===== src/rtl/sst_pkg.sv =====
// Shared types, codes and sizes of the speaker slot table.
`default_nettype none
package sst_pkg;

  localparam int TABLE_DEPTH = 8;
  localparam int IDX_W       = $clog2(TABLE_DEPTH);
  localparam int PORT_SLOTS  = 8;
  localparam int PSLOT_W     = 3;

  localparam logic [31:0] STAMP_MAX = 32'hFFFF_FFFF;

  localparam logic [2:0] KIND_ADD    = 3'd0;
  localparam logic [2:0] KIND_REMOVE = 3'd1;
  localparam logic [2:0] KIND_OLDEST = 3'd2;
  localparam logic [2:0] KIND_NEWEST = 3'd3;
  localparam logic [2:0] KIND_FREE   = 3'd4;

  localparam logic [1:0] ST_OK   = 2'd0;
  localparam logic [1:0] ST_NONE = 2'd1;
  localparam logic [1:0] ST_FULL = 2'd2;

  localparam logic CFG_BASE_PORT     = 1'b0;
  localparam logic CFG_SPEAKER_LIMIT = 1'b1;

  localparam logic [3:0] LIMIT_MAX = 4'd8;

  typedef struct packed {
    logic load;
    logic step;
    logic commit;
  } sst_cmd_t;

  typedef struct packed {
    logic scan_last;
  } sst_sts_t;

endpackage
`default_nettype wire


===== src/rtl/sst_if.sv =====
// Item channel interfaces: request items in, result items out.
`default_nettype none
interface sst_in_if;
  logic        valid;
  logic        ready;
  logic [2:0]  kind;
  logic [15:0] client_id;
  logic        is_chairman;
  logic [15:0] audio_port;

  modport source (output valid, kind, client_id, is_chairman, audio_port, input ready);
  modport sink   (input valid, kind, client_id, is_chairman, audio_port, output ready);
endinterface

interface sst_out_if;
  logic        valid;
  logic        ready;
  logic [1:0]  status;
  logic [15:0] found_id;
  logic [15:0] found_port;

  modport source (output valid, status, found_id, found_port, input ready);
  modport sink   (input valid, status, found_id, found_port, output ready);
endinterface
`default_nettype wire


===== src/rtl/sst_datapath.sv =====
// Table storage, scan registers, stamp counter, config registers and result register.
`default_nettype none
module sst_datapath import sst_pkg::*; (
  input  wire logic        clk,
  input  wire logic        rst_n,
  input  wire sst_cmd_t    cmd,
  output sst_sts_t         sts,
  input  wire logic [2:0]  in_kind,
  input  wire logic [15:0] in_client_id,
  input  wire logic        in_is_chairman,
  input  wire logic [15:0] in_audio_port,
  input  wire logic        cfg_we,
  input  wire logic        cfg_index,
  input  wire logic [15:0] cfg_wdata,
  output logic [1:0]       out_status,
  output logic [15:0]      out_found_id,
  output logic [15:0]      out_found_port
);

  logic [TABLE_DEPTH-1:0] valid_r, valid_nxt;
  logic [15:0] ent_client_r [TABLE_DEPTH];
  logic        ent_chair_r  [TABLE_DEPTH];
  logic [15:0] ent_port_r   [TABLE_DEPTH];
  logic [31:0] ent_stamp_r  [TABLE_DEPTH];
  logic [31:0] stamp_r, stamp_nxt;

  logic [15:0] base_r;
  logic [3:0]  limit_r;

  logic [2:0]  kind_r;
  logic [15:0] id_r;
  logic        chair_r;
  logic [15:0] port_r;

  logic [IDX_W-1:0] idx_r, idx_nxt;
  logic             hit_r, hit_nxt;
  logic [IDX_W-1:0] slot_r, slot_nxt;
  logic             best_r, best_nxt;
  logic [31:0]      best_stamp_r, best_stamp_nxt;
  logic [15:0]      best_id_r, best_id_nxt;
  logic [15:0]      best_port_r, best_port_nxt;
  logic [PORT_SLOTS-1:0] used_r, used_nxt;

  logic [1:0]  status_r, status_nxt;
  logic [15:0] fid_r, fid_nxt;
  logic [15:0] fport_r, fport_nxt;
  logic        wr_en;

  logic        cur_valid, cur_search, better;
  logic [15:0] cur_client, cur_port;
  logic [31:0] cur_stamp;
  logic [16:0] off;
  logic        off_ok;
  logic [PSLOT_W-1:0] off_slot;
  logic [3:0]  limit_eff;
  logic        free_hit;
  logic [15:0] free_port;

  assign sts.scan_last = (idx_r == IDX_W'(TABLE_DEPTH - 1));

  assign cur_valid  = valid_r[idx_r];
  assign cur_client = ent_client_r[idx_r];
  assign cur_port   = ent_port_r[idx_r];
  assign cur_stamp  = ent_stamp_r[idx_r];
  assign cur_search = cur_valid && (cur_client != 16'd0) && !ent_chair_r[idx_r];
  assign better     = !best_r || ((kind_r == KIND_NEWEST) ? (cur_stamp > best_stamp_r)
                                                          : (cur_stamp < best_stamp_r));

  // signed port offset; only even offsets 2..16 name a port slot
  assign off      = {1'b0, cur_port} - {1'b0, base_r};
  assign off_ok   = !off[16] && (off[15:0] >= 16'd2) && (off[15:0] <= 16'(2 * PORT_SLOTS))
                    && !off[0];
  assign off_slot = PSLOT_W'(off[4:1] - 4'd1);

  assign limit_eff = (limit_r > LIMIT_MAX) ? LIMIT_MAX : limit_r;

  always_comb begin
    free_hit  = 1'b0;
    free_port = 16'd0;
    for (int i = 0; i < PORT_SLOTS; i++) begin
      if (!free_hit && (4'(i) < limit_eff) && !used_r[i]) begin
        free_hit  = 1'b1;
        free_port = base_r + 16'(2 * (i + 1));
      end
    end
  end

  always_comb begin
    idx_nxt        = idx_r;
    hit_nxt        = hit_r;
    slot_nxt       = slot_r;
    best_nxt       = best_r;
    best_stamp_nxt = best_stamp_r;
    best_id_nxt    = best_id_r;
    best_port_nxt  = best_port_r;
    used_nxt       = used_r;
    if (cmd.load) begin
      idx_nxt  = '0;
      hit_nxt  = 1'b0;
      best_nxt = 1'b0;
      used_nxt = '0;
    end else if (cmd.step) begin
      idx_nxt = idx_r + IDX_W'(1);
      if (!hit_r && (((kind_r == KIND_ADD) && !cur_valid) ||
                     ((kind_r == KIND_REMOVE) && cur_valid && (cur_client == id_r)))) begin
        hit_nxt  = 1'b1;
        slot_nxt = idx_r;
      end
      if (cur_search && better) begin
        best_nxt       = 1'b1;
        best_stamp_nxt = cur_stamp;
        best_id_nxt    = cur_client;
        best_port_nxt  = cur_port;
      end
      if (cur_search && off_ok) used_nxt[off_slot] = 1'b1;
    end
  end

  always_comb begin
    valid_nxt  = valid_r;
    stamp_nxt  = stamp_r;
    wr_en      = 1'b0;
    status_nxt = ST_OK;
    fid_nxt    = 16'd0;
    fport_nxt  = 16'd0;
    case (kind_r)
      KIND_ADD: begin
        if (hit_r) begin
          wr_en            = 1'b1;
          valid_nxt[slot_r] = 1'b1;
          stamp_nxt        = (stamp_r == STAMP_MAX) ? stamp_r : stamp_r + 32'd1;
        end else begin
          status_nxt = ST_FULL;
        end
      end
      KIND_REMOVE: begin
        if (hit_r) valid_nxt[slot_r] = 1'b0;
        else       status_nxt = ST_NONE;
      end
      KIND_OLDEST, KIND_NEWEST: begin
        if (best_r && ((kind_r == KIND_NEWEST) ? (best_stamp_r != 32'd0)
                                               : (best_stamp_r != STAMP_MAX))) begin
          fid_nxt   = best_id_r;
          fport_nxt = best_port_r;
        end else begin
          status_nxt = ST_NONE;
        end
      end
      KIND_FREE: begin
        if (free_hit) fport_nxt = free_port;
        else          status_nxt = ST_NONE;
      end
      default: begin
        status_nxt = ST_OK;
      end
    endcase
  end

  always_ff @(posedge clk) begin
    if (!rst_n) begin
      valid_r <= '0;
      stamp_r <= 32'd0;
      base_r  <= 16'd0;
      limit_r <= LIMIT_MAX;
      idx_r   <= '0;
      hit_r   <= 1'b0;
      best_r  <= 1'b0;
      used_r  <= '0;
    end else begin
      if (cmd.commit) begin
        valid_r <= valid_nxt;
        stamp_r <= stamp_nxt;
      end
      if (cfg_we) begin
        case (cfg_index)
          CFG_BASE_PORT:     base_r  <= cfg_wdata;
          CFG_SPEAKER_LIMIT: limit_r <= cfg_wdata[3:0];
          default:           base_r  <= base_r;
        endcase
      end
      idx_r  <= idx_nxt;
      hit_r  <= hit_nxt;
      best_r <= best_nxt;
      used_r <= used_nxt;
    end
  end

  always_ff @(posedge clk) begin
    slot_r       <= slot_nxt;
    best_stamp_r <= best_stamp_nxt;
    best_id_r    <= best_id_nxt;
    best_port_r  <= best_port_nxt;
    if (cmd.load) begin
      kind_r  <= in_kind;
      id_r    <= in_client_id;
      chair_r <= in_is_chairman;
      port_r  <= in_audio_port;
    end
    if (cmd.commit) begin
      status_r <= status_nxt;
      fid_r    <= fid_nxt;
      fport_r  <= fport_nxt;
    end
    if (cmd.commit && wr_en) begin
      ent_client_r[slot_r] <= id_r;
      ent_chair_r[slot_r]  <= chair_r;
      ent_port_r[slot_r]   <= port_r;
      ent_stamp_r[slot_r]  <= stamp_nxt;
    end
  end

  assign out_status     = status_r;
  assign out_found_id   = fid_r;
  assign out_found_port = fport_r;

endmodule
`default_nettype wire


===== src/rtl/sst_ctrl.sv =====
// Controller: accept, table scan, commit and result handshake.
`default_nettype none
module sst_ctrl import sst_pkg::*; (
  input  wire logic     clk,
  input  wire logic     rst_n,
  input  wire logic     in_valid,
  output logic          in_ready,
  output logic          out_valid,
  input  wire logic     out_ready,
  output sst_cmd_t      cmd,
  input  wire sst_sts_t sts
);

  typedef enum logic [1:0] {
    S_IDLE,
    S_SCAN,
    S_COMMIT
  } state_t;

  state_t state_r, state_nxt;
  logic   out_valid_r, out_valid_nxt;
  logic   room;

  assign room     = !out_valid_r || out_ready;
  assign in_ready = (state_r == S_IDLE);

  always_comb begin
    state_nxt     = state_r;
    out_valid_nxt = out_valid_r && !out_ready;
    cmd           = '0;
    case (state_r)
      S_IDLE: begin
        if (in_valid) begin
          cmd.load  = 1'b1;
          state_nxt = S_SCAN;
        end
      end
      S_SCAN: begin
        cmd.step = 1'b1;
        if (sts.scan_last) state_nxt = S_COMMIT;
      end
      S_COMMIT: begin
        if (room) begin
          cmd.commit    = 1'b1;
          out_valid_nxt = 1'b1;
          state_nxt     = S_IDLE;
        end
      end
      default: begin
        state_nxt = S_IDLE;
      end
    endcase
  end

  always_ff @(posedge clk) begin
    if (!rst_n) begin
      state_r     <= S_IDLE;
      out_valid_r <= 1'b0;
    end else begin
      state_r     <= state_nxt;
      out_valid_r <= out_valid_nxt;
    end
  end

  assign out_valid = out_valid_r;

endmodule
`default_nettype wire


===== src/rtl/speaker_slot_table.sv =====
// Top level of the speaker slot table.
//
//   channel  dir  handshake        payload
//   in_ch    in   valid / ready    kind, client_id, is_chairman, audio_port
//   out_ch   out  valid / ready    status, found_id, found_port
//   cfg_     in   cfg_we           cfg_index, cfg_wdata
//
// Each item goes through accept, a scan of one table slot per cycle through the
// scan counter, then commit.
// The next item is accepted in the cycle after commit.
// Reset (synchronous, rst_n low) empties the table and zeroes the stamp counter.
// A commit waits while the previous result still sits unread in the output register.
`default_nettype none
module speaker_slot_table import sst_pkg::*; (
  input  wire logic        clk,
  input  wire logic        rst_n,
  sst_in_if.sink           in_ch,
  sst_out_if.source        out_ch,
  input  wire logic        cfg_we,
  input  wire logic        cfg_index,
  input  wire logic [15:0] cfg_wdata
);

  sst_cmd_t cmd;
  sst_sts_t sts;

  sst_ctrl u_ctrl (
    .clk       (clk),
    .rst_n     (rst_n),
    .in_valid  (in_ch.valid),
    .in_ready  (in_ch.ready),
    .out_valid (out_ch.valid),
    .out_ready (out_ch.ready),
    .cmd       (cmd),
    .sts       (sts)
  );

  sst_datapath u_dp (
    .clk            (clk),
    .rst_n          (rst_n),
    .cmd            (cmd),
    .sts            (sts),
    .in_kind        (in_ch.kind),
    .in_client_id   (in_ch.client_id),
    .in_is_chairman (in_ch.is_chairman),
    .in_audio_port  (in_ch.audio_port),
    .cfg_we         (cfg_we),
    .cfg_index      (cfg_index),
    .cfg_wdata      (cfg_wdata),
    .out_status     (out_ch.status),
    .out_found_id   (out_ch.found_id),
    .out_found_port (out_ch.found_port)
  );

  a_busy_after_accept: assert property (@(posedge clk) disable iff (!rst_n)
    in_ch.valid && in_ch.ready |=> !in_ch.ready)
    else $error("item accepted while scan in progress");

  a_scan_one_cmd: assert property (@(posedge clk) disable iff (!rst_n)
    $countones({cmd.load, cmd.step, cmd.commit}) <= 1)
    else $error("conflicting controller commands");

  a_fail_no_payload: assert property (@(posedge clk) disable iff (!rst_n)
    out_ch.valid && (out_ch.status != ST_OK) |->
      (out_ch.found_id == 16'd0) && (out_ch.found_port == 16'd0))
    else $error("failed result carries payload");

  a_status_code: assert property (@(posedge clk) disable iff (!rst_n)
    out_ch.valid |-> (out_ch.status == ST_OK) || (out_ch.status == ST_NONE) ||
                     (out_ch.status == ST_FULL))
    else $error("bad status code");

endmodule
`default_nettype wire


===== src/flat_wrapper.sv =====
// flat-port wrapper written by rule: the top's interface ports become plain ports
module speaker_slot_table_flat import sst_pkg::*;
  (clk, rst_n, cfg_we, cfg_index, cfg_wdata, in_ch_valid, in_ch_kind, in_ch_client_id, in_ch_is_chairman, in_ch_audio_port, in_ch_ready, out_ch_valid, out_ch_status, out_ch_found_id, out_ch_found_port, out_ch_ready);
  sst_in_if in_ch_i ();
  sst_out_if out_ch_i ();
  input  wire logic clk;
  input  wire logic rst_n;
  input  wire logic cfg_we;
  input  wire logic cfg_index;
  input  wire logic [15:0] cfg_wdata;
  input wire logic [$bits(in_ch_i.valid)-1:0] in_ch_valid;
  input wire logic [$bits(in_ch_i.kind)-1:0] in_ch_kind;
  input wire logic [$bits(in_ch_i.client_id)-1:0] in_ch_client_id;
  input wire logic [$bits(in_ch_i.is_chairman)-1:0] in_ch_is_chairman;
  input wire logic [$bits(in_ch_i.audio_port)-1:0] in_ch_audio_port;
  output wire logic [$bits(in_ch_i.ready)-1:0] in_ch_ready;
  output wire logic [$bits(out_ch_i.valid)-1:0] out_ch_valid;
  output wire logic [$bits(out_ch_i.status)-1:0] out_ch_status;
  output wire logic [$bits(out_ch_i.found_id)-1:0] out_ch_found_id;
  output wire logic [$bits(out_ch_i.found_port)-1:0] out_ch_found_port;
  input wire logic [$bits(out_ch_i.ready)-1:0] out_ch_ready;
  assign in_ch_i.valid = in_ch_valid;
  assign in_ch_i.kind = in_ch_kind;
  assign in_ch_i.client_id = in_ch_client_id;
  assign in_ch_i.is_chairman = in_ch_is_chairman;
  assign in_ch_i.audio_port = in_ch_audio_port;
  assign in_ch_ready = in_ch_i.ready;
  assign out_ch_valid = out_ch_i.valid;
  assign out_ch_status = out_ch_i.status;
  assign out_ch_found_id = out_ch_i.found_id;
  assign out_ch_found_port = out_ch_i.found_port;
  assign out_ch_i.ready = out_ch_ready;
  speaker_slot_table u_core (.clk(clk), .rst_n(rst_n), .in_ch(in_ch_i), .out_ch(out_ch_i), .cfg_we(cfg_we), .cfg_index(cfg_index), .cfg_wdata(cfg_wdata));
endmodule

===== config.mk =====
export PLATFORM = sky130hd
export DESIGN_NAME = speaker_slot_table_flat
export DESIGN_NICKNAME = d
export VERILOG_FILES = /design/src/rtl/sst_pkg.sv /design/src/rtl/sst_if.sv /design/src/rtl/sst_datapath.sv /design/src/rtl/sst_ctrl.sv /design/src/rtl/speaker_slot_table.sv /design/src/flat_wrapper.sv
export SDC_FILE = /design/constraint.sdc
export NUM_CORES = 1
export LEC_CHECK = 0
export BUFFER_PORTS_ARGS = -buffer_cell sky130_fd_sc_hd__buf_4
export CORE_UTILIZATION = 55
export CTS_CLUSTER_DIAMETER = 50
export DETAILED_ROUTE_END_ITERATION = 10
export PLACE_DENSITY = 0.84
export SYNTH_ARGS = -nofsm -noshare
export SYNTH_HDL_FRONTEND = slang
export SYNTH_HIERARCHICAL = 1
export SYNTH_SLANG_ARGS = --single-unit

===== constraint.sdc =====
create_clock -name clk -period 18.15 [get_ports clk]
set_input_delay 2.7225 -clock clk [delete_from_list [all_inputs] [get_ports clk]]
set_output_delay 2.7225 -clock clk [all_outputs]
set_load 0.02 [all_outputs]

# Word level (Yosys, flattened, before mapping)
# Memory sizes are Yosys's and may differ from the RTL's. A register that Yosys moved wholly into a read port is not among the register bits.
# Cells that the tools add are included.
# word_totals
ff_bits,213
mem_bits_rw,520
in_bits,58
mem_count,4
elab_cells,213
# mem_list
name,depth,word_bits,rd,rd_clocked_by_memory_dff,wr,line,source
u_core.u_dp.ent_stamp_r,8,32,1,1,1,sst_datapath.sv:24,logic [31:0] ent_stamp_r [TABLE_DEPTH];
u_core.u_dp.ent_client_r,8,16,1,1,1,sst_datapath.sv:21,logic [15:0] ent_client_r [TABLE_DEPTH];
u_core.u_dp.ent_port_r,8,16,1,1,1,sst_datapath.sv:23,logic [15:0] ent_port_r [TABLE_DEPTH];
u_core.u_dp.ent_chair_r,8,1,1,1,1,sst_datapath.sv:22,logic ent_chair_r [TABLE_DEPTH];
# op_classes
n_addsub,12
reduce_logical,74
n_lt_le_gt_ge,18
eq_ne,15
mux,62
bitwise,7
# ops
operator,count
2-to-1 mux 16 bit,10
2-to-1 mux 32 bit,3
adder 16 x 4 -> 16 bit (second input constant),4
adder 16 x 3 -> 16 bit (second input constant),2
adder 32 x 1 -> 32 bit (second input constant),1
equality test 32 bit (second input constant),1
greater-than comparator 32 bit,1
less-than comparator 32 bit,1
!= test 32 bit (second input constant),1
one-hot mux 16 bit (2 select lines),1
nonzero test 32 bit,1
logical AND 1 bit,31
2-to-1 mux 1 bit,27
2-to-1 mux 3 bit,8
zero test 1 bit,23
subtractor 16 x 16 -> 17 bit,1
adder 16 x 2 -> 16 bit (second input constant),1
adder 16 x 5 -> 16 bit (second input constant),1
equality test 16 bit,1
>= comparator 16 x 2 -> 1 bit (second input constant),1
less-or-equal comparator 16 x 5 -> 1 bit (second input constant),1
less-than comparator 3 x 4 -> 1 bit (first input constant),4
2-to-1 mux 8 bit,2
OR 8 bit,2
33 further kinds,59

# Longest topological paths before layout
# Gate-level depths: netlist (run 1).
# depth
depth_word,35
ltp_mapped,17

# Modules after synthesis
# The synthesis (run 1) kept the hierarchy.
# by_module_without_submodules
mod,n_inst,cells_per_inst,area_per_inst_um2
sst_datapath,1,2144,32248.4
sst_ctrl,1,16,148.9

# Least setup slack after synthesis (run 1)
# Ideal clock, no wire load.
# synth_path
kind,input to register
from,in out_ch_ready
to,mem u_core.u_dp.ent_chair_r[0] (enable)
path_slack_ns,7.773
t_arrival_ns,9.809
stages,5
cell_sequence,nand2b_1 -> nor2b_1 -> and3_1 -> or3b_2 -> nor3_1
# synth_rtl
item,line,source
"start, declared",flat_wrapper.sv:21,input wire logic [$bits(out_ch_i.ready)-1:0] out_ch_ready;
"end, declared",sst_datapath.sv:22,

==> impl_metrics.py, run 1 <==
metrics = {
    "outcome": {
        "status": "complete, no violations",
    },
    "synth": {
        "synth_common_cells": "edfxtp_1 (657), nand2_1 (143), mux4_2 (120)",
        "netlist_instances": 2160,
        "synthTopCellsByArea": "edfxtp_1 (61%), mux4_2 (8.3%), dfxtp_1 (4.9%)",
        "syn_area_per_cell_sq_um": 15.0,
        "yosys.area.top_type": "edfxtp_1",
        "synth_top_area_share_pct": 60.9,
        "yosysSeqAreaShare_pct": 65.8,
        "synth_ff_type": "edfxtp_1",
        "synth_edf_count": 657,
        "async_flop_share_pct": 0,
        "synth_seq_cells": 736,
        "synth_cell_types": 79,
        "yosysWarnings": 6,
        "netlist_area_sq_um": 32400,
        "yosysMostFrequentCell": "edfxtp_1",
        "synthesis.nets": 2282,
    },
    "die": {
        "io_pins": 94,
        "die_x_um": 245,
        "die_h_um": 245,
        "row_count": 88,
        "start_util_pct": 55.9,
        "coreArea_sq_um": 57900,
        "dieArea_sq_um": 59900,
    },
    "sta": {
        "skew_ns": 0.0361,
        "slew_headroom_pct": 7.29,
        "hold_viol_final": 0,
        "max_freq_mhz": 153,
        "drv_slew": 0,
        "setup-tns-final_ns": 0,
        "rsz0062_at_grt": "no",
        "fin_crit_sh_pct": 36.0,
        "layout_min_cycle_time_ns": 6.53,
        "worstMarginPinSlew_ns": 1.38,
        "holdWs_ns": 0.469,
        "finalSetupViolations": 0,
    },
    "route": {
        "drt_iter0_markers": 2282,
        "wl_met2_um": 39800,
        "antenna_left": 0,
        "wl_per_cell_um": 25.9,
        "via_count": 19800,
        "wl_met3_um": 6570,
        "highest_layer": "met5",
        "drt_wl_total_um": 79800,
        "firstDrtPassIters": 6,
        "drc": 0,
        "viasPerCell": 6.43,
        "met1_length_um": 30400,
    },
    "placed_design": {
        "gp_congestion": 0.927,
        "dp_hpwl_um": 48400,
        "io_buffer_count": 93,
    },
    "global_route": {
        "overflow": 0,
        "grt_pass1_wl_um": 121000,
        "antenna_found_initial": 1,
        "grt_pass1_vias": 20200,
        "grt_max_degree": 75,
        "track_usage_pct": 27.0,
    },
    "power": {
        "p_leak_nw": 12.7,
        "irDropWorstVdd_v": 0.0000937,
        "powerDensity_nw_per_um2": 99.9,
        "power_w": 0.00366,
    },
    "cts": {
        "clock_sinks": 736,
        "hold_buffers": 0,
        "clkTransAtPathRegs_ns": 0.06,
        "cts_buffers": 80,
        "cts_max_path_buffers": 3,
        "clkLatencyLatePin_ns": 0.63,
        "cts_tree": "built",
        "cts_setup_buffers": 0,
        "cts_root_buf": "clkbuf_16",
        "h-tree-depth": 3,
        "cts_resized": 0,
    },
    "worst_setup_path": {
        "worstSetupStartpointType": "flop",
        "arrival_ns": 6.75,
        "worst-path-max-fanout": 53,
        "worstSetupPathType": "reg -> reg",
        "endpoint_kind": "flop",
        "crit_required_ns": 18.37,
    },
    "layout": {
        "synthToLayoutAreaGrowth_pct": 12.9,
        "fin_nets": 2374,
        "postLayoutCoreUtil_pct": 63.2,
        "drive_gt1_share_pct": 19.4,
        "nFillCells": 3972,
    },
    "min_path": {
        "hp-class": "reg -> reg",
    },
    "job": {
        "cap_violations": 0,
    },
}
-- worst max-delay path: stages (launching register included) --
cell and delay (ns):
dfxtp_4 1.00, buf_4 0.88, mux4_2 0.60, mux2_2 0.31, ha_1 0.32, nand4_1 0.10
nor2_1 0.21, nand3_1 0.16, nor3_1 0.39, o21ai_0 0.21, nand4_1 0.17, mux2i_1 0.13
a211oi_4 0.84, buf_4 0.72
-- placed cells by master, fill, tap and decap left out, drive strengths merged, types with 7 or more instances in the layout --
| cell | Yosys | final |
|---|---|---|
| or4 | 9 | 9 |
| a31oi | 12 | 12 |
| or3 | 11 | 11 |
| nor2 | 86 | 86 |
| clkbuf | 73 | 96 |
| clkinv | 0 | 29 |
| a21oi | 72 | 72 |
| nand4 | 39 | 39 |
| bufinv | 0 | 8 |
| o221ai | 11 | 11 |
| buf | 31 | 114 |
| a211oi | 14 | 14 |
| a21o | 15 | 15 |
| nor3b | 8 | 8 |
| nand3b | 8 | 8 |
| o31ai | 8 | 8 |
| nor4 | 25 | 25 |
| nor2b | 25 | 25 |
| and3 | 11 | 11 |
| o211a | 8 | 8 |
| and2 | 43 | 43 |
| dfxtp | 79 | 79 |
| xor2 | 37 | 37 |
| a221oi | 9 | 9 |
| nor3 | 41 | 41 |
| or2 | 9 | 9 |
| mux2i | 38 | 38 |
| a21boi | 28 | 28 |
| a22o | 13 | 13 |
| mux4 | 121 | 121 |
| edfxtp | 657 | 657 |
| inv | 75 | 83 |
| ha | 63 | 63 |
| xnor2 | 55 | 55 |
| o21ai | 77 | 77 |
| nand2 | 143 | 143 |
| nand2b | 15 | 15 |
| o21a | 7 | 7 |
| nand3 | 58 | 58 |
| mux2 | 50 | 50 |
-- kinds of logic (layout without fill, tap and decap cells) --
group           after synthesis  count (layout)  share of synthesized area (%)
compound gates              330             330                           6.86
xor+xnor                     92              92                           2.49
fa+ha+maj                    64              64                           2.49
buf+inv                     179             335                           2.24
flops                       736             736                           65.8
mux                         209             209                           11.3
other cells                   0               1                              0
simple gates                550             550                           8.80
-- power by group --
part	internal, W	leakage [nW]	switching [W]
combinational	0.0000587	4.14	0.0000742
sequential	0.00184	7.24	0.0000248
clock	0.000984	1.33	0.000676
-- stage by stage --
| stage | area, sq um | cells | setup WS [ns] |
|---|---|---|---|
| global placement | 33900 | 2935 | 11.80 |
| finish | 36600 | 3082 | 11.62 |
| CTS | 36600 | 3081 | 11.47 |
| global route | 36600 | 3081 | 11.10 |
| floorplan | 32400 | 2160 | 7.77 |
| detailed placement | 33900 | 2935 | 11.62 |
-- registers in the layout, indices dropped and copies added, names as in the netlist, 32 cells and up, named ones only --
register	cells
u_core/u_dp/ent_stamp_r	256
u_core/u_dp/ent_client_r	128
u_core/u_dp/ent_port_r	128
u_core/u_dp/best_stamp_r	32
u_core/u_dp/stamp_r	32
-- final timing paths --
| kind | to | slack, ns | from | cells past startpoint |
|---|---|---|---|---|
| worst min register to register | u_core/u_dp/used_r[5] | 0.47 | u_core/u_dp/used_r[5] | 2 |
| worst min-delay path | u_core/u_dp/used_r[5] | 0.47 | u_core/u_dp/used_r[5] | 2 |
| worst max register to register | u_core/u_dp/best_port_r[7] | 11.62 | flop | 13 |
| worst max-delay path | u_core/u_dp/best_port_r[7] | 11.62 | flop | 13 |
-- layout make-up --
type	instances	area, sq um	area share, %
clock inverters	50	541	1.48
repair buffers	114	856	2.34
well taps	765	957	2.62
flip-flops and latches	736	21300	58.3
inverters	75	282	0.769
multi-input cells	1245	10400	28.5
diodes	1	2.50	0.00684
clock buffers	96	2190	5.98
-- layer usage --
layer,global-route usage (%),up-vias
met5,0,-
met3,4.59,209
met2,45.6,1067
met1,34.7,9896
met4,10.9,2
li1,-,8632
Power figures use the tool's default switching activity.
==> run 2, diff against run 1 <==
--- a/config.mk
+++ b/config.mk
@@ -9,7 +9,7 @@
 export CORE_UTILIZATION = 55
 export CTS_CLUSTER_DIAMETER = 50
 export DETAILED_ROUTE_END_ITERATION = 10
-export PLACE_DENSITY = 0.84
+export PLACE_DENSITY = 0.87
 export SYNTH_ARGS = -nofsm -noshare
 export SYNTH_HDL_FRONTEND = slang
 export SYNTH_HIERARCHICAL = 1
==> constraint.sdc (replaced) <==
create_clock -name clk -period 5.85 [get_ports clk]
set_input_delay 0.8775 -clock clk [delete_from_list [all_inputs] [get_ports clk]]
set_output_delay 0.8775 -clock clk [all_outputs]
set_load 0.02 [all_outputs]
==> run 2 against run 1 <==
Net effect: sequential share of layout area rose by 0.25 points; wire length rose by 3.0%; sequential cell count did not move; critical endpoint is now u_core/u_dp/used_r[3].
==> impl_metrics.py, run 2 (synthesis results as in run 1) <==
metrics = {
    "layout": {
        "nFillCells": 3923,
        "largest_register_ffs": 256,
        "instances_no_fill": 3081,
        "final_common_cell": "edfxtp_1",
        "fin_nets": 2382,
        "synthToLayoutAreaGrowth_pct": 12.4,
        "drive_gt1_share_pct": 19.2,
        "postLayoutCoreUtil_pct": 62.9,
        "seqCellArea_sq_um": 21300,
        "antennaDiodeCount": 0,
        "mostFrequentLayoutCells": "edfxtp_1 (657), nand2_1 (143), buf_4 (122)",
        "regMostFlops": "u_core/u_dp/ent_stamp_r",
        "reg_top3": "u_core/u_dp/ent_stamp_r: 256 flops, u_core/u_dp/ent_client_r: 128 flops, u_core/u_dp/ent_port_r: 128 flops",
        "multi_input_area_sq_um": 10500,
    },
    "cts": {
        "cts_buffers": 74,
        "cts_root_buf": "clkbuf_16",
        "cts_max_path_buffers": 3,
        "clkTransAtPathRegs_ns": 0.06,
        "h-tree-depth": 3,
        "cts_setup_buffers": 0,
        "cts_tree": "built",
        "hold_buffers": 0,
        "cts_resized": 0,
        "clkLatencyLatePin_ns": 0.63,
        "clock_sinks": 736,
    },
    "power": {
        "p_leak_nw": 12.6,
        "power_w": 0.0108,
        "clkPwrFrac_pct": 42.6,
        "p_comb_share_pct": 3.9,
        "swShare_pct": 21.4,
        "p_int_w": 0.00849,
        "irDropWorstVdd_v": 0.000201,
        "power.switching_w": 0.00231,
        "powerDensity_nw_per_um2": 297,
        "seq_power_share_pct": 53.5,
    },
    "placed_design": {
        "dp_cells": 2949,
        "place_ws_ns": 1.14,
        "gp_congestion": 0.960,
        "io_buffer_count": 93,
        "dp_hpwl_um": 51800,
    },
    "route": {
        "via_count": 20100,
        "viasPerCell": 6.51,
        "drt_wl_total_um": 82200,
        "drc": 0,
        "drt_iter0_markers": 2129,
        "antenna_left": 0,
        "wl_per_cell_um": 26.7,
        "firstDrtPassIters": 6,
    },
    "worst_setup_path": {
        "crit_required_ns": 6.40,
        "worst-path-max-fanout": 30,
        "worstSetupStartpointType": "flop",
        "arrival_ns": 5.30,
        "crit_family": "simple AND/OR/NAND/NOR gates",
        "slowest_delay_ns": 0.77,
        "worstSetupPathType": "reg -> reg",
        "slowest_stage": "dfxtp_4",
        "cp_cell_sequence": "buf_4, buf_4, mux4_2, mux2_2, ha_1, nand3_1, a211oi_1, o221ai_1, a21oi_1, a31oi_1, or4_4, or4_4, o21ai_1",
        "cp_num_buf_inv": 2,
        "endpoint_kind": "flop",
    },
    "sta": {
        "layout_setup_ws_ns": 1.10,
        "drv_slew": 0,
        "skew_ns": 0.0310,
        "setup-tns-final_ns": 0,
        "rsz0062_at_grt": "no",
        "worstMarginPinSlew_ns": 1.20,
        "finalSetupViolations": 0,
        "hold_viol_final": 0,
        "slew_headroom_pct": 18.8,
        "layout_min_cycle_time_ns": 4.75,
        "fin_crit_sh_pct": 81.2,
        "max_freq_mhz": 211,
    },
    "die": {
        "start_util_pct": 55.9,
        "coreArea_sq_um": 57900,
        "io_pins": 94,
        "row_count": 88,
        "die_h_um": 245,
        "dieArea_sq_um": 59900,
        "die_x_um": 245,
    },
    "global_route": {
        "track_usage_pct": 27.7,
        "grt_pass1_wl_um": 124000,
        "grt_pass1_vias": 20600,
        "grt_max_degree": 65,
        "overflow": 0,
        "antenna_found_initial": 0,
    },
    "outcome": {
        "status": "complete, no violations",
    },
    "job": {
        "cap_violations": 0,
    },
    "min_path": {
        "hp-class": "in -> reg",
    },
}
[run 2: changes by cell type in the layout (fill, tap and decap cells not counted), moves of 2 or more]
cell / before / now
buf_12: 0 / 6
buf_4: 114 / 122
bufinv_16: 8 / 5
clkbuf_1: 8 / 14
clkbuf_16: 84 / 75
clkbuf_8: 4 / 0
clkinv_2: 13 / 7
clkinv_8: 1 / 5
clkinvlp_4: 5 / 7
inv_6: 6 / 3
nor3_2: 7 / 2
nor3_4: 0 / 5
[run 2: power by group through the flow]
stage | clock [W] | combinational [W] | sequential [W]
after detailed placement | 0 | 0.000415 | 0.00589
after global routing | 0.00484 | 0.000459 | 0.00578
after CTS | 0.00465 | 0.000422 | 0.00578
after floorplan | 0 | 0.000313 | 0.00584
final | 0.00460 | 0.000426 | 0.00578
after global placement | 0 | 0.000406 | 0.00588
[run 2: metrics by stage]
stage / cell area, sq um / hold slack (ns)
4_1_cts: 36400 / 0.399
3_3_place_gp: 34100 / 0.454
5_1_grt: 36400 / 0.406
6_report: 36400 / 0.424
2_1_floorplan: 32500 / 0.427
3_5_place_dp: 34100 / 0.447
[run 2: worst paths after layout]
path / from / end / slack [ns] / cells past startpoint
max: flop / u_core/u_dp/used_r[3] / 1.10 / 13
max reg2reg: flop / u_core/u_dp/used_r[3] / 1.10 / 13
min reg2reg: u_core/u_dp/used_r[5] / u_core/u_dp/used_r[5] / 0.46 / 2
min: in_ch_audio_port[4] / u_core/u_dp/port_r[4] / 0.42 / 1
[run 2: layer usage]
layer  part of all wire, %  vias up  global-route usage (%)
met4                   4.1        0                    11.8
met5                     0        -                       0
met3                   9.0      267                    5.01
met2                    49     1222                    46.6
met1                    38     9934                    35.5
li1                      -     8636                       -
[run 2: area by class of cell]
| type | count | area share [%] |
|---|---|---|
| clock buffer | 89 | 5.30 |
| clock inverter | 43 | 1.19 |
| inverter | 75 | 0.773 |
| multi-input combinational | 1245 | 28.7 |
| sequential | 736 | 58.5 |
| tap | 765 | 2.63 |
| timing repair buffer | 128 | 2.84 |
[run 2: worst register-to-register path, cell delays in order, from the launching register on]
cell	delay [ns]
dfxtp_4	0.77
buf_4	0.47
buf_4	0.26
mux4_2	0.52
mux2_2	0.31
ha_1	0.37
nand3_1	0.10
a211oi_1	0.24
o221ai_1	0.21
a21oi_1	0.19
a31oi_1	0.05
or4_4	0.43
or4_4	0.57
o21ai_1	0.19
==> run 3, diff against run 2 <==
--- a/config.mk
+++ b/config.mk
@@ -5,11 +5,12 @@
 export SDC_FILE = /design/constraint.sdc
 export NUM_CORES = 1
 export LEC_CHECK = 0
+export ABC_AREA = 1
 export BUFFER_PORTS_ARGS = -buffer_cell sky130_fd_sc_hd__buf_4
 export CORE_UTILIZATION = 55
 export CTS_CLUSTER_DIAMETER = 50
 export DETAILED_ROUTE_END_ITERATION = 10
-export PLACE_DENSITY = 0.87
+export PLACE_DENSITY = 0.84
 export SYNTH_ARGS = -nofsm -noshare
 export SYNTH_HDL_FRONTEND = slang
 export SYNTH_HIERARCHICAL = 1
==> constraint.sdc (replaced) <==
create_clock -name clk -period 4.6 [get_ports clk]
set_input_delay 0.69 -clock clk [delete_from_list [all_inputs] [get_ports clk]]
set_output_delay 0.69 -clock clk [all_outputs]
set_load 0.02 [all_outputs]
==> run 3 against run 2 <==
Net effect: clock skew decreased by 0.0071 ns; hold slack worse by 0.18 ns; core utilization is 0.098 points higher; wire length up 8.0%; area after synthesis up 3.7%; critical path depth is 8 higher; clock-buffer cell count is 12 higher; via count rose by 26%; sequential share of layout area fell by 2.5 points; non-clock buffer count up 18; synthesized cell count rose by 53%.
==> impl_metrics.py, run 3 <==
metrics = {
    "cts": {
        "cts_setup_buffers": 0,
        "cts_buffers": 78,
        "hold_buffers": 0,
        "cts_resized": 0,
        "clock_sinks": 736,
        "clkTransAtPathRegs_ns": 0.06,
        "cts_root_buf": "clkbuf_16",
        "cts_max_path_buffers": 3,
        "h-tree-depth": 3,
        "cts_tree": "built",
        "clkLatencyLatePin_ns": 0.63,
    },
    "worst_setup_path": {
        "worstSetupPathType": "reg -> reg",
        "worst-path-max-fanout": 37,
        "slowest_stage": "dfxtp_4",
        "worstSetupStartpointType": "flop",
        "slowest_delay_ns": 0.45,
        "arrival_ns": 4.72,
        "crit_family": "simple AND/OR/NAND/NOR gates",
        "endpoint_kind": "flop",
        "crit_required_ns": 5.13,
        "cp_common_cell": "nand3_1",
        "cp_cell_sequence": "inv_6, o21ai_0, o22ai_1, inv_1, o21ai_1, buf_4, inv_1, ha_1, fa_1, inv_1, nand3_1, nand2_1, nand3_1, nand2_1, xor2_1, nand3_1, nor2_1, nand3_1, nor2_1, nand4_1, a21oi_1",
        "cp_num_buf_inv": 5,
    },
    "power": {
        "p_leak_nw": 14.6,
        "powerDensity_nw_per_um2": 404,
        "irDropWorstVdd_v": 0.000379,
    },
    "outcome": {
        "status": "complete, no violations",
    },
    "synth": {
        "async_flop_share_pct": 0,
        "synth_common_cells": "edfxtp_1 (657), nor2_1 (522), nand2_1 (507)",
        "synthesis.nets": 3429,
        "syn_area_per_cell_sq_um": 10.2,
        "synth_seq_cells": 736,
        "synth_cell_types": 52,
        "synth_top_area_share_pct": 58.7,
        "netlist_instances": 3307,
        "yosys.area.top_type": "edfxtp_1",
        "synthTopCellsByArea": "edfxtp_1 (59%), nor2_1 (5.8%), nand2_1 (5.7%)",
        "netlist_area_sq_um": 33600,
        "yosysSeqAreaShare_pct": 63.4,
        "synth_edf_count": 657,
        "yosysMostFrequentCell": "edfxtp_1",
        "yosysWarnings": 6,
        "synth_ff_type": "edfxtp_1",
    },
    "global_route": {
        "antenna_found_initial": 1,
        "grt_max_degree": 127,
        "grt_pass1_vias": 24500,
        "grt_pass1_wl_um": 136000,
        "track_usage_pct": 28.5,
        "overflow": 0,
    },
    "layout": {
        "final_common_cell": "edfxtp_1",
        "reg_top3": "u_core/u_dp/ent_stamp_r: 256 flops, u_core/u_dp/ent_client_r: 128 flops, u_core/u_dp/ent_port_r: 128 flops",
        "synthToLayoutAreaGrowth_pct": 13.2,
        "largest_register_ffs": 256,
        "multi_input_area_sq_um": 10400,
        "final_cell_area_sq_um": 38000,
        "drive_gt1_share_pct": 9.02,
        "regMostFlops": "u_core/u_dp/ent_stamp_r",
        "fin_nets": 3516,
        "seqCellArea_sq_um": 21300,
        "mostFrequentLayoutCells": "edfxtp_1 (657), nor2_1 (516), nand2_1 (507)",
        "nFillCells": 4441,
    },
    "die": {
        "die_x_um": 249,
        "row_count": 90,
        "coreArea_sq_um": 60400,
        "io_pins": 94,
        "die_h_um": 249,
        "dieArea_sq_um": 62100,
        "start_util_pct": 55.7,
    },
    "route": {
        "via_count": 25200,
        "drt_wl_total_um": 88800,
        "wl_per_cell_um": 20.9,
        "drc": 0,
        "firstDrtPassIters": 6,
        "antenna_left": 0,
        "viasPerCell": 5.94,
        "drt_iter0_markers": 3142,
    },
    "placed_design": {
        "dpl_cell_area_sq_um": 35400,
        "gp_congestion": 0.987,
        "io_buffer_count": 93,
        "dp_hpwl_um": 56300,
    },
    "sta": {
        "worstMarginPinSlew_ns": 1.27,
        "hold_viol_final": 0,
        "layout_min_cycle_time_ns": 4.18,
        "skew_ns": 0.0239,
        "max_freq_mhz": 239,
        "slew_headroom_pct": 15.1,
        "drv_slew": 0,
        "fin_crit_sh_pct": 90.9,
        "rsz0062_at_grt": "no",
        "finalSetupViolations": 0,
        "setup-tns-final_ns": 0,
    },
    "job": {
        "cap_violations": 0,
    },
    "min_path": {
        "hp-class": "in -> reg",
    },
}
run 3: cell types whose count changed after synthesis, moves of 50 or more:
cell	delta
o21ai_0	+255
nand3_1	+91
mux4_2	-120
nand2_1	+364
mux2_2	-50
a21oi_1	+51
inv_1	+281
nor2_1	+437
o22ai_1	+55
run 3: kinds of logic after synthesis:
group	Yosys count	synth area share, %
DFF	736	63.4
and+or+nand+nor	1290	15.9
adders and majority gates	64	2.41
xor gates and xnor gates	94	2.45
AOI/OAI and AO/OA	615	10.0
buffers and inverters	508	5.80
run 3: worst register-to-register path: cells and delay by family, from the launching register on:
| kind | cells | cell delay [ns] |
|---|---|---|
| simple gates | 9 | 1.26 |
| compound gates | 4 | 0.83 |
| buf+inv | 5 | 0.78 |
| fa+ha+maj | 2 | 0.62 |
| flops | 1 | 0.45 |
| xor+xnor | 1 | 0.15 |
run 3: per-stage QoR:
stage / total power, W / setup WS, ns / hold WS, ns / instances / util, %
2_1_floorplan: 0.00865 / 0.150 / 0.430 / 3307 / -
5_1_grt: 0.0159 / 0.113 / 0.218 / 4241 / 63.0
3_5_place_dp: 0.00919 / 0.274 / 0.457 / 4096 / 58.7
4_1_cts: 0.0154 / 0.250 / 0.212 / 4241 / 63.0
3_3_place_gp: 0.00914 / 0.281 / 0.454 / 4096 / 58.7
6_report: 0.0154 / 0.419 / 0.239 / 4243 / 63.0
run 3: layout make-up:
class / count / area share (%)
flip-flops and latches: 736 / 56.1
multi-input cells: 2063 / 27.4
clock buffers: 101 / 5.63
inverters: 369 / 3.68
repair buffers: 146 / 3.47
well taps: 782 / 2.57
clock inverters: 44 / 1.15
diodes: 2 / 0.0132
run 3: where the power goes:
part / total [W] / switching [W] / internal, W
Clock: 0.00627 / 0.00260 / 0.00367
Combinational: 0.00158 / 0.00108 / 0.000502
Sequential: 0.00752 / 0.000131 / 0.00739
run 3: path summary, 6_finish.rpt:
kind / to / slack, ns / start / cells past startpoint
worst min-delay path: u_core/u_dp/id_r[10] / 0.24 / in_ch_client_id[10] / 1
worst max register to register: u_core/u_dp/used_r[1] / 0.42 / flop / 21
worst min register to register: u_core/u_dp/used_r[4] / 0.46 / u_core/u_dp/used_r[4] / 2
worst max-delay path: u_core/u_dp/used_r[1] / 0.42 / flop / 21
run 3: metal layers:
metal  share of wire, %  up-vias  wire length, um  global-route usage (%)
met2                 48     1512            42300                    47.2
met4                3.9        0             3450                    12.0
met1                 38    11900            34000                    37.5
li1                   -    11500                -                       -
met3                 10      283             8980                    4.45
met5                  0        -                0                       0
